[src/hdl/cdma_pkg.sv]
// Shared widths, codes and result type of the chunked DMA channel.
`default_nettype none

package cdma_pkg;

   localparam int HOST_W    = 32;
   localparam int SOUND_W   = 20;
   localparam int COUNT_W   = 24;
   localparam int ELAPSED_W = 24;
   localparam int APB_DATA_W = 32;
   localparam int APB_ADDR_W = 4;

   // operation codes
   localparam logic OP_TICK  = 1'b0;
   localparam logic OP_START = 1'b1;

   // register indexes (byte address divided by four)
   localparam logic [1:0] REG_IRQ_ENABLE_CORE0  = 2'd0;
   localparam logic [1:0] REG_IRQ_ADDRESS_CORE0 = 2'd1;
   localparam logic [1:0] REG_IRQ_ENABLE_CORE1  = 2'd2;
   localparam logic [1:0] REG_IRQ_ADDRESS_CORE1 = 2'd3;

   typedef struct packed {
      logic               chunk_valid;
      logic               chunk_direction;
      logic [SOUND_W-1:0] chunk_sound_address;
      logic [HOST_W-1:0]  chunk_host_address;
      logic               hit_core0;
      logic               hit_core1;
      logic               channel_irq;
      logic               complete_flag;
      logic               busy_flag;
      logic               request_active;
   } result_type;

endpackage

`default_nettype wire

[src/hdl/cdma_req_if.sv]
// Input channel: start and tick beats of the chunked DMA channel.
`default_nettype none

interface cdma_req_if;
   logic                           valid;
   logic                           ready;
   logic                           operation;
   logic                           transfer_direction;
   logic [cdma_pkg::HOST_W-1:0]    host_address;
   logic [cdma_pkg::COUNT_W-1:0]   word_count;
   logic [cdma_pkg::SOUND_W-1:0]   sound_start_address;
   logic [cdma_pkg::ELAPSED_W-1:0] elapsed_cycles;

   modport source (
      output valid, operation, transfer_direction, host_address, word_count,
             sound_start_address, elapsed_cycles,
      input  ready
   );
   modport sink (
      input  valid, operation, transfer_direction, host_address, word_count,
             sound_start_address, elapsed_cycles,
      output ready
   );
endinterface

`default_nettype wire

[src/hdl/cdma_rsp_if.sv]
// Result channel: one status and chunk command beat per input beat.
`default_nettype none

interface cdma_rsp_if;
   logic                         valid;
   logic                         ready;
   logic                         chunk_valid;
   logic                         chunk_direction;
   logic [cdma_pkg::SOUND_W-1:0] chunk_sound_address;
   logic [cdma_pkg::HOST_W-1:0]  chunk_host_address;
   logic                         hit_core0;
   logic                         hit_core1;
   logic                         channel_irq;
   logic                         complete_flag;
   logic                         busy_flag;
   logic                         request_active;

   modport source (
      output valid, chunk_valid, chunk_direction, chunk_sound_address,
             chunk_host_address, hit_core0, hit_core1, channel_irq,
             complete_flag, busy_flag, request_active,
      input  ready
   );
   modport sink (
      input  valid, chunk_valid, chunk_direction, chunk_sound_address,
             chunk_host_address, hit_core0, hit_core1, channel_irq,
             complete_flag, busy_flag, request_active,
      output ready
   );
endinterface

`default_nettype wire

[src/hdl/chunked_dma_channel.sv]
// Chunked DMA channel: transfer state, chunk step, APB registers and output skid.
//
// Every input beat (start or tick) runs one step of the channel in the cycle it is
// accepted and yields exactly one result beat, registered. One beat is taken per clock
// while req_if.ready is high: the step is a single compare against the countdown, a
// subtract and a few adds on the transfer registers. An output register plus one skid
// entry keep req_if.ready high while one result waits; it drops only when both are full
// and recovers on the cycle after the result is taken. The user must write the interrupt
// address registers over APB only while the channel is idle; this is not enforced.
`default_nettype none

module chunked_dma_channel #(
   parameter int CHUNK_WORDS = 32,
   parameter int CHUNK_DELAY = 1536
) (
   input  wire logic                              clock,
   input  wire logic                              reset,
   cdma_req_if.sink                               req_if,
   cdma_rsp_if.source                             rsp_if,
   input  wire logic                              psel,
   input  wire logic                              penable,
   input  wire logic                              pwrite,
   input  wire logic [cdma_pkg::APB_ADDR_W-1:0]   paddr,
   input  wire logic [cdma_pkg::APB_DATA_W-1:0]   pwdata,
   output logic      [cdma_pkg::APB_DATA_W-1:0]   prdata,
   output logic                                   pready
);

   localparam int HOST_W    = cdma_pkg::HOST_W;
   localparam int SOUND_W   = cdma_pkg::SOUND_W;
   localparam int COUNT_W   = cdma_pkg::COUNT_W;
   localparam int ELAPSED_W = cdma_pkg::ELAPSED_W;
   localparam int CD_W      = $clog2(CHUNK_DELAY + 1);

   // configuration
   logic               irq_enable_core0_ff;
   logic [SOUND_W-1:0] irq_address_core0_ff;
   logic               irq_enable_core1_ff;
   logic [SOUND_W-1:0] irq_address_core1_ff;
   logic               csr_write;
   logic [1:0]         csr_index;

   // transfer state
   logic               request_ff,   request_in;
   logic               direction_ff, direction_in;
   logic [COUNT_W-1:0] words_left_ff, words_left_in;
   logic [HOST_W-1:0]  host_ptr_ff,  host_ptr_in;
   logic [SOUND_W-1:0] sound_ptr_ff, sound_ptr_in;
   logic [CD_W-1:0]    countdown_ff, countdown_in;
   logic               complete_ff,  complete_in;
   logic               busy_ff,      busy_in;

   // output register and skid
   cdma_pkg::result_type out_ff, skid_ff, result_in;
   logic                 out_valid_ff, skid_valid_ff;
   logic                 accept, take;

   // step working values
   logic                 start;
   logic [ELAPSED_W-1:0] elapsed;
   logic                 cur_request, cur_direction;
   logic [COUNT_W-1:0]   cur_words;
   logic [HOST_W-1:0]    cur_host;
   logic [SOUND_W-1:0]   cur_sound;
   logic [CD_W-1:0]      cur_countdown;
   logic                 cur_complete, cur_busy;
   logic [SOUND_W:0]     window_top;
   logic [COUNT_W-1:0]   words_after;

   assign pready    = 1'b1;
   assign csr_write = psel && penable && pwrite;
   assign csr_index = paddr[3:2];

   always_comb begin
      prdata = '0;
      case (csr_index)
         cdma_pkg::REG_IRQ_ENABLE_CORE0:  prdata[0] = irq_enable_core0_ff;
         cdma_pkg::REG_IRQ_ADDRESS_CORE0: prdata[SOUND_W-1:0] = irq_address_core0_ff;
         cdma_pkg::REG_IRQ_ENABLE_CORE1:  prdata[0] = irq_enable_core1_ff;
         cdma_pkg::REG_IRQ_ADDRESS_CORE1: prdata[SOUND_W-1:0] = irq_address_core1_ff;
         default:                         prdata = '0;
      endcase
   end

   always_ff @(posedge clock) begin
      if (reset) begin
         irq_enable_core0_ff  <= 1'b0;
         irq_address_core0_ff <= '0;
         irq_enable_core1_ff  <= 1'b0;
         irq_address_core1_ff <= '0;
      end else if (csr_write) begin
         case (csr_index)
            cdma_pkg::REG_IRQ_ENABLE_CORE0:  irq_enable_core0_ff  <= pwdata[0];
            cdma_pkg::REG_IRQ_ADDRESS_CORE0: irq_address_core0_ff <= pwdata[SOUND_W-1:0];
            cdma_pkg::REG_IRQ_ENABLE_CORE1:  irq_enable_core1_ff  <= pwdata[0];
            cdma_pkg::REG_IRQ_ADDRESS_CORE1: irq_address_core1_ff <= pwdata[SOUND_W-1:0];
            default: ;
         endcase
      end
   end

   assign req_if.ready = !skid_valid_ff;
   assign accept       = req_if.valid && req_if.ready;
   assign take         = out_valid_ff && rsp_if.ready;

   // step logic
   always_comb begin
      start = (req_if.operation == cdma_pkg::OP_START);

      // a start loads the transfer and acts as zero elapsed cycles
      if (start) begin
         cur_request   = 1'b1;
         cur_direction = req_if.transfer_direction;
         cur_words     = req_if.word_count;
         cur_host      = req_if.host_address;
         cur_sound     = req_if.sound_start_address;
         cur_countdown = '0;
         cur_complete  = 1'b0;
         cur_busy      = 1'b1;
         elapsed       = '0;
      end else begin
         cur_request   = request_ff;
         cur_direction = direction_ff;
         cur_words     = words_left_ff;
         cur_host      = host_ptr_ff;
         cur_sound     = sound_ptr_ff;
         cur_countdown = countdown_ff;
         cur_complete  = complete_ff;
         cur_busy      = busy_ff;
         elapsed       = req_if.elapsed_cycles;
      end

      window_top  = {1'b0, cur_sound} + (SOUND_W+1)'(CHUNK_WORDS);
      words_after = (cur_words > COUNT_W'(CHUNK_WORDS)) ?
                    cur_words - COUNT_W'(CHUNK_WORDS) : '0;

      request_in   = cur_request;
      direction_in = cur_direction;
      words_left_in = cur_words;
      host_ptr_in  = cur_host;
      sound_ptr_in = cur_sound;
      countdown_in = cur_countdown;
      complete_in  = cur_complete;
      busy_in      = cur_busy;
      result_in    = '0;

      if (cur_request) begin
         if (cur_words == '0) begin
            complete_in = 1'b1;
            request_in  = 1'b0;
         end else if (elapsed < ELAPSED_W'(cur_countdown)) begin
            countdown_in = cur_countdown - CD_W'(elapsed);
         end else begin
            result_in.chunk_valid         = 1'b1;
            result_in.chunk_direction     = cur_direction;
            result_in.chunk_sound_address = cur_sound;
            result_in.chunk_host_address  = cur_host;
            // hit window has no wrap at the top of sound memory
            result_in.hit_core0 = irq_enable_core0_ff &&
                                  (irq_address_core0_ff >= cur_sound) &&
                                  ({1'b0, irq_address_core0_ff} < window_top);
            result_in.hit_core1 = irq_enable_core1_ff &&
                                  (irq_address_core1_ff >= cur_sound) &&
                                  ({1'b0, irq_address_core1_ff} < window_top);
            result_in.channel_irq = (words_after == '0);
            sound_ptr_in  = window_top[SOUND_W-1:0];
            host_ptr_in   = cur_host + HOST_W'(2 * CHUNK_WORDS);
            words_left_in = words_after;
            countdown_in  = CD_W'(CHUNK_DELAY);
         end
      end

      result_in.complete_flag  = complete_in;
      result_in.busy_flag      = busy_in;
      result_in.request_active = request_in;
   end

   always_ff @(posedge clock) begin
      if (reset) begin
         request_ff    <= 1'b0;
         direction_ff  <= 1'b0;
         words_left_ff <= '0;
         host_ptr_ff   <= '0;
         sound_ptr_ff  <= '0;
         countdown_ff  <= '0;
         complete_ff   <= 1'b0;
         busy_ff       <= 1'b0;
      end else if (accept) begin
         request_ff    <= request_in;
         direction_ff  <= direction_in;
         words_left_ff <= words_left_in;
         host_ptr_ff   <= host_ptr_in;
         sound_ptr_ff  <= sound_ptr_in;
         countdown_ff  <= countdown_in;
         complete_ff   <= complete_in;
         busy_ff       <= busy_in;
      end
   end

   // output register with one skid entry
   always_ff @(posedge clock) begin
      if (reset) begin
         out_valid_ff  <= 1'b0;
         skid_valid_ff <= 1'b0;
      end else if (skid_valid_ff) begin
         if (take) begin
            out_valid_ff  <= 1'b1;
            skid_valid_ff <= 1'b0;
         end
      end else if (accept) begin
         if (!out_valid_ff || take) begin
            out_valid_ff <= 1'b1;
         end else begin
            skid_valid_ff <= 1'b1;
         end
      end else if (take) begin
         out_valid_ff <= 1'b0;
      end
   end

   always_ff @(posedge clock) begin
      if (skid_valid_ff) begin
         if (take) begin
            out_ff <= skid_ff;
         end
      end else if (accept) begin
         if (!out_valid_ff || take) begin
            out_ff <= result_in;
         end else begin
            skid_ff <= result_in;
         end
      end
   end

   assign rsp_if.valid               = out_valid_ff;
   assign rsp_if.chunk_valid         = out_ff.chunk_valid;
   assign rsp_if.chunk_direction     = out_ff.chunk_direction;
   assign rsp_if.chunk_sound_address = out_ff.chunk_sound_address;
   assign rsp_if.chunk_host_address  = out_ff.chunk_host_address;
   assign rsp_if.hit_core0           = out_ff.hit_core0;
   assign rsp_if.hit_core1           = out_ff.hit_core1;
   assign rsp_if.channel_irq         = out_ff.channel_irq;
   assign rsp_if.complete_flag       = out_ff.complete_flag;
   assign rsp_if.busy_flag           = out_ff.busy_flag;
   assign rsp_if.request_active      = out_ff.request_active;

   // skid entry is filled only behind a held output beat
   assert property (@(posedge clock) disable iff (reset)
      skid_valid_ff |-> out_valid_ff)
      else $error("skid entry holds a beat while output register is empty");

   // an accepted start always leaves the channel busy
   assert property (@(posedge clock) disable iff (reset)
      (accept && req_if.operation == cdma_pkg::OP_START) |=> busy_ff)
      else $error("busy not set after start beat");

   // channel interrupt and address hits only ride on an issued chunk
   assert property (@(posedge clock) disable iff (reset)
      (out_valid_ff && !out_ff.chunk_valid) |->
         (!out_ff.channel_irq && !out_ff.hit_core0 && !out_ff.hit_core1))
      else $error("interrupt flag without a chunk command");

   // countdown never exceeds its reload value
   assert property (@(posedge clock) disable iff (reset)
      countdown_ff <= CD_W'(CHUNK_DELAY))
      else $error("countdown above reload value");

   // a completed transfer has no pending request
   assert property (@(posedge clock) disable iff (reset)
      complete_ff |-> !request_ff)
      else $error("complete set while request pending");

endmodule

`default_nettype wire

[src/flat_wrapper.sv]
// flat-port wrapper written by rule: the top's interface ports become plain ports
module chunked_dma_channel_flat 
#(
   parameter int CHUNK_WORDS = 32,
   parameter int CHUNK_DELAY = 1536
)
  (clock, reset, psel, penable, pwrite, paddr, pwdata, prdata, pready, req_if_valid, req_if_operation, req_if_transfer_direction, req_if_host_address, req_if_word_count, req_if_sound_start_address, req_if_elapsed_cycles, req_if_ready, rsp_if_valid, rsp_if_chunk_valid, rsp_if_chunk_direction, rsp_if_chunk_sound_address, rsp_if_chunk_host_address, rsp_if_hit_core0, rsp_if_hit_core1, rsp_if_channel_irq, rsp_if_complete_flag, rsp_if_busy_flag, rsp_if_request_active, rsp_if_ready);
  cdma_req_if req_if_i ();
  cdma_rsp_if rsp_if_i ();
  input  wire logic clock;
  input  wire logic reset;
  input  wire logic psel;
  input  wire logic penable;
  input  wire logic pwrite;
  input  wire logic [cdma_pkg::APB_ADDR_W-1:0] paddr;
  input  wire logic [cdma_pkg::APB_DATA_W-1:0] pwdata;
  output logic      [cdma_pkg::APB_DATA_W-1:0] prdata;
  output logic pready;
  input wire logic [$bits(req_if_i.valid)-1:0] req_if_valid;
  input wire logic [$bits(req_if_i.operation)-1:0] req_if_operation;
  input wire logic [$bits(req_if_i.transfer_direction)-1:0] req_if_transfer_direction;
  input wire logic [$bits(req_if_i.host_address)-1:0] req_if_host_address;
  input wire logic [$bits(req_if_i.word_count)-1:0] req_if_word_count;
  input wire logic [$bits(req_if_i.sound_start_address)-1:0] req_if_sound_start_address;
  input wire logic [$bits(req_if_i.elapsed_cycles)-1:0] req_if_elapsed_cycles;
  output wire logic [$bits(req_if_i.ready)-1:0] req_if_ready;
  output wire logic [$bits(rsp_if_i.valid)-1:0] rsp_if_valid;
  output wire logic [$bits(rsp_if_i.chunk_valid)-1:0] rsp_if_chunk_valid;
  output wire logic [$bits(rsp_if_i.chunk_direction)-1:0] rsp_if_chunk_direction;
  output wire logic [$bits(rsp_if_i.chunk_sound_address)-1:0] rsp_if_chunk_sound_address;
  output wire logic [$bits(rsp_if_i.chunk_host_address)-1:0] rsp_if_chunk_host_address;
  output wire logic [$bits(rsp_if_i.hit_core0)-1:0] rsp_if_hit_core0;
  output wire logic [$bits(rsp_if_i.hit_core1)-1:0] rsp_if_hit_core1;
  output wire logic [$bits(rsp_if_i.channel_irq)-1:0] rsp_if_channel_irq;
  output wire logic [$bits(rsp_if_i.complete_flag)-1:0] rsp_if_complete_flag;
  output wire logic [$bits(rsp_if_i.busy_flag)-1:0] rsp_if_busy_flag;
  output wire logic [$bits(rsp_if_i.request_active)-1:0] rsp_if_request_active;
  input wire logic [$bits(rsp_if_i.ready)-1:0] rsp_if_ready;
  assign req_if_i.valid = req_if_valid;
  assign req_if_i.operation = req_if_operation;
  assign req_if_i.transfer_direction = req_if_transfer_direction;
  assign req_if_i.host_address = req_if_host_address;
  assign req_if_i.word_count = req_if_word_count;
  assign req_if_i.sound_start_address = req_if_sound_start_address;
  assign req_if_i.elapsed_cycles = req_if_elapsed_cycles;
  assign req_if_ready = req_if_i.ready;
  assign rsp_if_valid = rsp_if_i.valid;
  assign rsp_if_chunk_valid = rsp_if_i.chunk_valid;
  assign rsp_if_chunk_direction = rsp_if_i.chunk_direction;
  assign rsp_if_chunk_sound_address = rsp_if_i.chunk_sound_address;
  assign rsp_if_chunk_host_address = rsp_if_i.chunk_host_address;
  assign rsp_if_hit_core0 = rsp_if_i.hit_core0;
  assign rsp_if_hit_core1 = rsp_if_i.hit_core1;
  assign rsp_if_channel_irq = rsp_if_i.channel_irq;
  assign rsp_if_complete_flag = rsp_if_i.complete_flag;
  assign rsp_if_busy_flag = rsp_if_i.busy_flag;
  assign rsp_if_request_active = rsp_if_i.request_active;
  assign rsp_if_i.ready = rsp_if_ready;
  chunked_dma_channel #(.CHUNK_WORDS(CHUNK_WORDS), .CHUNK_DELAY(CHUNK_DELAY)) u_core (.clock(clock), .reset(reset), .req_if(req_if_i), .rsp_if(rsp_if_i), .psel(psel), .penable(penable), .pwrite(pwrite), .paddr(paddr), .pwdata(pwdata), .prdata(prdata), .pready(pready));
endmodule
[config.mk]
export PLATFORM = sky130hd
export DESIGN_NAME = chunked_dma_channel_flat
export DESIGN_NICKNAME = d
export VERILOG_FILES = /design/src/hdl/cdma_pkg.sv /design/src/hdl/cdma_req_if.sv /design/src/hdl/cdma_rsp_if.sv /design/src/hdl/chunked_dma_channel.sv /design/src/flat_wrapper.sv
export SDC_FILE = /design/constraint.sdc
export NUM_CORES = 1
export LEC_CHECK = 0
export BUFFER_PORTS_ARGS = -buffer_cell sky130_fd_sc_hd__buf_4
export CAP_MARGIN = 25
export CORE_MARGIN = 2
export CORE_UTILIZATION = 50
export DETAILED_ROUTE_END_ITERATION = 7
export GPL_TIMING_DRIVEN = 0
export MAX_ROUTING_LAYER = met4
export PLACE_DENSITY_LB_ADDON = 0.15
export SYNTH_ARGS = -nofsm -noshare
export SYNTH_HDL_FRONTEND = slang
export SYNTH_SLANG_ARGS = --single-unit
[constraint.sdc]
create_clock -name clock -period 5.85 [get_ports clock]
set_clock_uncertainty 0.15 [all_clocks]
set_input_delay 0.8775 -clock clock [delete_from_list [all_inputs] [get_ports clock]]
set_output_delay 0.8775 -clock clock [all_outputs]
set_load 0.01 [all_outputs]
==> results.tsv, run 1 <==
metric	value	unit
Hold Path Class	flop to flop	
Synth Cell Area	15730	sq um
First DRT Iteration DRCs	1470	
die area	32890	sq um
effective utilization at floorplan	51.14	%
Area Growth Syn to Fin	20.83	%
post-synthesis cell count	1713	
crit path time final	5.546	ns
Die H	181.4	um
htree depth	1	
die width	181.4	um
endpoints failing setup	0	
RR Startpoint	u_core.sound_ptr_ff[5]$_SDFFE_PP0P_	
nets	2207	
Max Cap Viol	0	
cts bufs inserted	29	
sequential share of the synthesized area	40.10	%
Post-synth EDFFs	120	
Unique masters post-synth	97	
I/O pins	240	
initial antenna violation count	0	
Worst VDD drop	224.4	uV
Site Rows	64	
worst reg2reg path depth	13	
antenna viol nets, final	0	
Port-buffer cells	210	
fin. max-slew vios	0	
top cells by area, synth	edfxtp_1 23%, dfxtp_1 17%, ha_1 7.3%, nand2_1 5.8%, mux2i_1 4.5%	
clock root buffer	clkbuf_16	
Critical Path RT	6.09	ns
most frequent cells after synthesis	242 x nand2_1, 135 x dfxtp_1, 121 x nor2_1	
crit end category	flop	
largest net degree at the start of global routing	28	
post-route cell area	19000	sq um
pwr dens	260.1	nW/um^2
HPWL Detailed	40280	um
total power	4942	uW
most numerous cell in the Yosys netlist	nand2_1	
asr flop ratio synth	0	%
crit path kind	input port to flop	
share of the synthesized area in the top cell type	22.91	%
Synth area leader	edfxtp_1	
RSZ-0062 raised after global routing	false	
DRT Wirelength	53850	um
# diodes	0	
Post-Place Cell Area	17950	sq um
worst setup path start	req_if_operation	
final cell utilization of the core	61.80	%
worst r2r dst	u_core.rsp_if.hit_core0$_DFFE_PP_	
Sink Count	255	
worst-skew pair later-pin latency	0.58	ns
Pleak	0.007614	uW
Post-route DRC	0	
Clock Pin Slew Worst Setup and Hold Paths	0.06	ns
Synth Flop Type	dfxtp_1	
total grt overflow	0	
FF+latch count, synth	255	
Vias per Instance	6.216	
post-DR wirelength/cell	22.55	um
Placer Congestion	1.005	
via count	14850	
Max Clk Rate	180.3	MHz
Final Cycle Share	94.80	%
status	finished, final reports clean	
CTS tree	done	
global-route wire length before repair	81960	um
final hold violations	0	
arrival time at the worst endpoint	5.78	ns
worst rel slew slack	25.56	%
First-pass DRT Iterations	5	
Synth Warn #	0	
Register-to-Register Setup Slack	1.90	ns
CTS Buffer Depth	3	
Avg Inst Size Synth	9.181	sq um
number of global-route vias before repair	14000	
Core ar.	30750	sq um
share of layout cells above drive strength 1	19.88	%
CP max FO	19	
CP Launch Type	input port	
Hold Slack	0.3070	ns
worst setup path end	u_core.rsp_if.hit_core0$_DFFE_PP_	
Least-Margin Pin Slew	1.086	ns
gr usage total	33.15	%
cell usage in the layout, fill, tap and decap left out, types with 16 or more instances in the layout:
cell type	instances
nand2_1	242
buf_4	229
dfxtp_1	135
nor2_1	121
edfxtp_1	120
a21oi_1	115
ha_1	92
clkbuf_1	66
mux2i_1	63
o21ai_0	58
o31ai_1	54
nand3_1	51
inv_1	42
nor2b_1	32
nor3_1	29
clkbuf_16	29
mux2_2	27
a211oi_1	25
a31oi_1	23
buf_2	22
nand4_1	21
xnor2_1	20
nor4_1	18
a21o_1	16
xor2_1	16
metrics by stage:
stage / cells / setup WS [ns] / setup TNS [ns]
6_report: 2388 / 0.3045 / 0
3_3_place_gp: 2330 / -1.968 / -181.33
5_1_grt: 2388 / 0.1343 / 0
2_1_floorplan: 1724 / 0.2616 / 0
4_1_cts: 2388 / 0.01780 / 0
3_5_place_dp: 2334 / -1.139 / -62.03
worst min path at each step:
stage / from / endpoint / slack [ns] / cells after the start
floorplan: u_core.countdown_ff[10]$_SDFFE_PP0P_ / u_core.countdown_ff[10]$_SDFFE_PP0P_ / 0.28 / 2
global placement: u_core.busy_ff$_SDFFE_PP0P_ / u_core.busy_ff$_SDFFE_PP0P_ / 0.29 / 2
global route: u_core.sound_ptr_ff[5]$_SDFFE_PP0P_ / u_core.sound_ptr_ff[5]$_SDFFE_PP0P_ / 0.33 / 2
detailed placement: u_core.host_ptr_ff[5]$_SDFFE_PP0P_ / u_core.host_ptr_ff[5]$_SDFFE_PP0P_ / 0.30 / 2
CTS: u_core.host_ptr_ff[1]$_SDFFE_PP0P_ / u_core.host_ptr_ff[1]$_SDFFE_PP0P_ / 0.30 / 2
finish: u_core.host_ptr_ff[1]$_SDFFE_PP0P_ / u_core.host_ptr_ff[1]$_SDFFE_PP0P_ / 0.31 / 2
kinds of logic after synthesis:
logic type	synth area share, %
buf+inv	4.933
other cells	0.04775
simple gates	19.58
xor+xnor	2.108
compound gates	18.86
flops	40.10
mux	6.858
fa+ha+maj	7.511
worst max-delay path, cell delays in order:
cell and delay (ns):
buf_4 0.13, buf_6 0.20, buf_4 0.26, buf_4 0.34
clkbuf_4 0.36, buf_2 0.51, mux2i_2 0.71, ha_1 0.38
a21o_1 0.19, a2111oi_1 0.55, o21ai_0 0.30, maj3_1 0.43
a31o_2 0.27, a221oi_2 0.25
state kept, by name, summed over array words and instances (netlist names), 11 cells and up:
signal                             count
u_core.host_ptr_ff                    32
u_core.words_left_ff                  24
u_core.rsp_if.chunk_sound_address     20
u_core.countdown_ff                   11
u_core.rsp_if.chunk_host_address      32
u_core.irq_address_core1_ff           20
u_core.sound_ptr_ff                   20
u_core.skid_ff                        60
u_core.irq_address_core0_ff           20
layout make-up:
class                   instances  area, sq um
repair buffers                216         1687
inverters                      46        172.7
multi-input cells            1303         8770
clock inverters                14        191.4
flip-flops and latches        255         6306
well taps                     396        495.5
plain buffers                 118        603.1
clock buffers                  40        777.0
fillers                      2713        11750
layer usage:
| metal | share of wire, % | track usage, % | vias up |
|---|---|---|---|
| met4 | 3.5 | 11.45 | 0 |
| met1 | 43 | 45.44 | 7071 |
| met5 | 0 | - | - |
| li1 | - | - | 6881 |
| met3 | 9.7 | 6.511 | 144 |
| met2 | 43 | 48.98 | 749 |
report_power, final:
group,internal (uW),total [uW],switching [uW]
combinational,381,1010,626
clock,1110,1890,785
sequential,1980,2040,57.5
total,3470,4940,1470
timing repair:
item	CTS	global route
buffers inserted	0	1
setup endpoints to repair	15	124
gates resized for setup	10	10
hold buffers	0	0
Note: power is estimated with default switching activity, not from simulation.
==> run 2: changes to the inputs <==
--- a/config.mk
+++ b/config.mk
@@ -12,7 +12,7 @@
 export DETAILED_ROUTE_END_ITERATION = 7
 export GPL_TIMING_DRIVEN = 0
 export MAX_ROUTING_LAYER = met4
-export PLACE_DENSITY_LB_ADDON = 0.15
+export PLACE_DENSITY = 0.78
 export SYNTH_ARGS = -nofsm -noshare
 export SYNTH_HDL_FRONTEND = slang
 export SYNTH_SLANG_ARGS = --single-unit
==> run 2 against run 1 <==
Die area unchanged. Combinational power hardly changed. Highest routed layer unchanged. Critical endpoint unchanged. First-iteration DRC count grew 24%. Critical path type unchanged. Largest power group unchanged.
==> results.tsv, run 2 (synthesized netlist as in run 1, its figures left out) <==
metric	value	unit	change
status	finished, final reports clean		
worst rel slew slack	25.84	%	+0.29 points
clock root buffer	clkbuf_16		
initial antenna violation count	1		+1
Vias per Instance	6.367		+2.4%
pre-CTS setup slack	-0.8950	ns	+0.2435 ns
HPWL Detailed	39060	um	-3.0%
Least-Margin Pin Slew	1.081	ns	-0.004157 ns
First-pass DRT Iterations	8		+3
die width	181.4	um	unchanged
Site Rows	64		unchanged
DRT Wirelength	52860	um	-1.8%
setup TNS	0	ns	unchanged
Die H	181.4	um	unchanged
fin. max-slew vios	0		unchanged
antenna viol nets, final	0		unchanged
Worst VDD drop	250.7	uV	+12%
post-DR wirelength/cell	22.17	um	-1.7%
endpoints failing setup	0		unchanged
I/O pins	240		unchanged
Placer Congestion	1.018		+1.2%
commonest non-fill, non-tap cell in the layout	nand2_1		
First DRT Iteration DRCs	1818		+24%
total grt overflow	0		unchanged
Top reg by flops	u_core.skid_ff		
CP max FO	19		unchanged
most frequent cells in the layout	242 x nand2_1, 226 x buf_4, 135 x dfxtp_1		
via count	15180		+2.2%
die area	32890	sq um	unchanged
P_sw	1444	uW	-1.6%
worst reg2reg path depth	15		+2
final worst slack	0.1739	ns	-0.1305 ns
Critical-path top delay cell	mux2i_1		
Seq pwr share	41.3	%	about the same
worst-skew pair later-pin latency	0.55	ns	-0.03 ns
largest net degree at the start of global routing	45		+61%
worst hold path stage count	2		unchanged
final hold violations	0		unchanged
max reg flops	60		unchanged
CP Launch Type	input port		
Register-to-Register Setup Slack	1.72	ns	-0.18 ns
peak per-stage delay on the critical path	0.87	ns	+0.16 ns
Clock Pin Slew Worst Setup and Hold Paths	0.06	ns	about the same
cts bufs inserted	28		-3.4%
effective utilization at floorplan	51.14	%	unchanged
Post-Place Cell Area	17890	sq um	-0.31%
CTS Buffer Depth	3		unchanged
Area Growth Syn to Fin	20.26	%	
crit end category	flop		
Max Cap Viol	0		unchanged
number of global-route vias before repair	14360		+2.6%
CTS tree	done		
nets	2203		-0.18%
Post-route DRC	0		unchanged
arrival time at the worst endpoint	5.88	ns	+0.10 ns
Switching Share	29.24	%	-0.48 points
RSZ-0062 raised after global routing	false		
crit-path cells	buf_4 > buf_6 > buf_4 > buf_6 > clkbuf_4 > buf_2 > mux2i_1 > ha_1 > nor2b_1 > o2111a_1 > a2111oi_0 > o21ai_0 > maj3_1 > a31o_2 > a221oi_2		
share of layout cells above drive strength 1	19.58	%	-0.30 points
htree depth	1		unchanged
fin cells	2384		-0.17%
Hold Path Class	flop to flop		
Core ar.	30750	sq um	unchanged
Hold Slack	0.3099	ns	+0.002825 ns
hold buffers post-CTS	0		unchanged
Max Clk Rate	176.2	MHz	-2.3%
placed insts	2332		-0.086%
Port-buffer cells	210		unchanged
Critical Path RT	6.06	ns	-0.03 ns
global-route wire length before repair	80850	um	-1.3%
post-route cell area	18910	sq um	-0.47%
Sink Count	255		unchanged
Clock power frac	38.6	%	+0.3 points
pwr dens	261.2	nW/um^2	+0.43%
crit path time final	5.676	ns	+0.1305 ns
combinational group share of total power	20.1	%	-0.3 points
Pleak	0.007600	uW	-0.19%
Final Cycle Share	97.03	%	+2.2 points
crit path kind	input port to flop		
gr usage total	32.20	%	-0.96 points
Pint	3495	uW	+0.64%
==> run 2: cell count changes in the layout (fill, tap and decap cells not counted), sizes merged <==
cell and delta:
diode +1, clkbuf -5, clkinv +4, clkinvlp +1, buf -5, bufinv +1
inv -1
==> run 2: final timing paths <==
kind,startpoint,end
worst max register to register,u_core.sound_ptr_ff[6]$_SDFFE_PP0P_,u_core.rsp_if.hit_core0$_DFFE_PP_
worst max-delay path,req_if_operation,u_core.rsp_if.hit_core0$_DFFE_PP_
worst min-delay path,u_core.host_ptr_ff[1]$_SDFFE_PP0P_,u_core.host_ptr_ff[1]$_SDFFE_PP0P_
worst min register to register,u_core.host_ptr_ff[1]$_SDFFE_PP0P_,u_core.host_ptr_ff[1]$_SDFFE_PP0P_
==> run 2: worst max-delay path: cells and delay by family <==
family,cells,cell delay (ns)
AOI/OAI and AO/OA,5,1.53
adders and majority gates,2,0.81
buffers and inverters,6,1.64
muxes,1,0.87
and+or+nand+nor,1,0.14
==> run 2: final cells by class <==
type,instances,area (sq um)
fillers,2630,11840
inverters,46,172.7
flip-flops and latches,255,6306
clock buffers,33,750.7
well taps,396,495.5
multi-input cells,1303,8720
plain buffers,119,609.3
diodes,1,2.502
repair buffers,212,1617
clock inverters,19,240.2
==> run 2: power by group through the flow <==
stage | clock [uW] | sequential (uW) | combinational (uW)
2_1_floorplan | 0 | 2090 | 554
3_3_place_gp | 0 | 2080 | 929
3_5_place_dp | 0 | 2070 | 955
4_1_cts | 1910 | 2040 | 963
5_1_grt | 1990 | 2050 | 1060
6_report | 1910 | 2040 | 992
==> run 2: per-stage QoR <==
step	util (%)	total power [uW]
after floorplan	-	2641
after global placement	58.02	3006
after detailed placement	58.19	3029
after CTS	61.49	4912
after global routing	61.51	5094
final	61.51	4940
==> run 2: timing repair <==
action / in CTS / in global routing
resized for setup: 5 / 4
cloned: 0 / 0
setup endpoints to repair: 8 / 70
setup buffers: 0 / 0
==> run 2: metal layers <==
layer | global-route usage [%] | share of wire (%)
met5 | - | 0
met4 | 15.38 | 5.1
met3 | 5.120 | 11
met2 | 47.52 | 43
met1 | 43.25 | 41
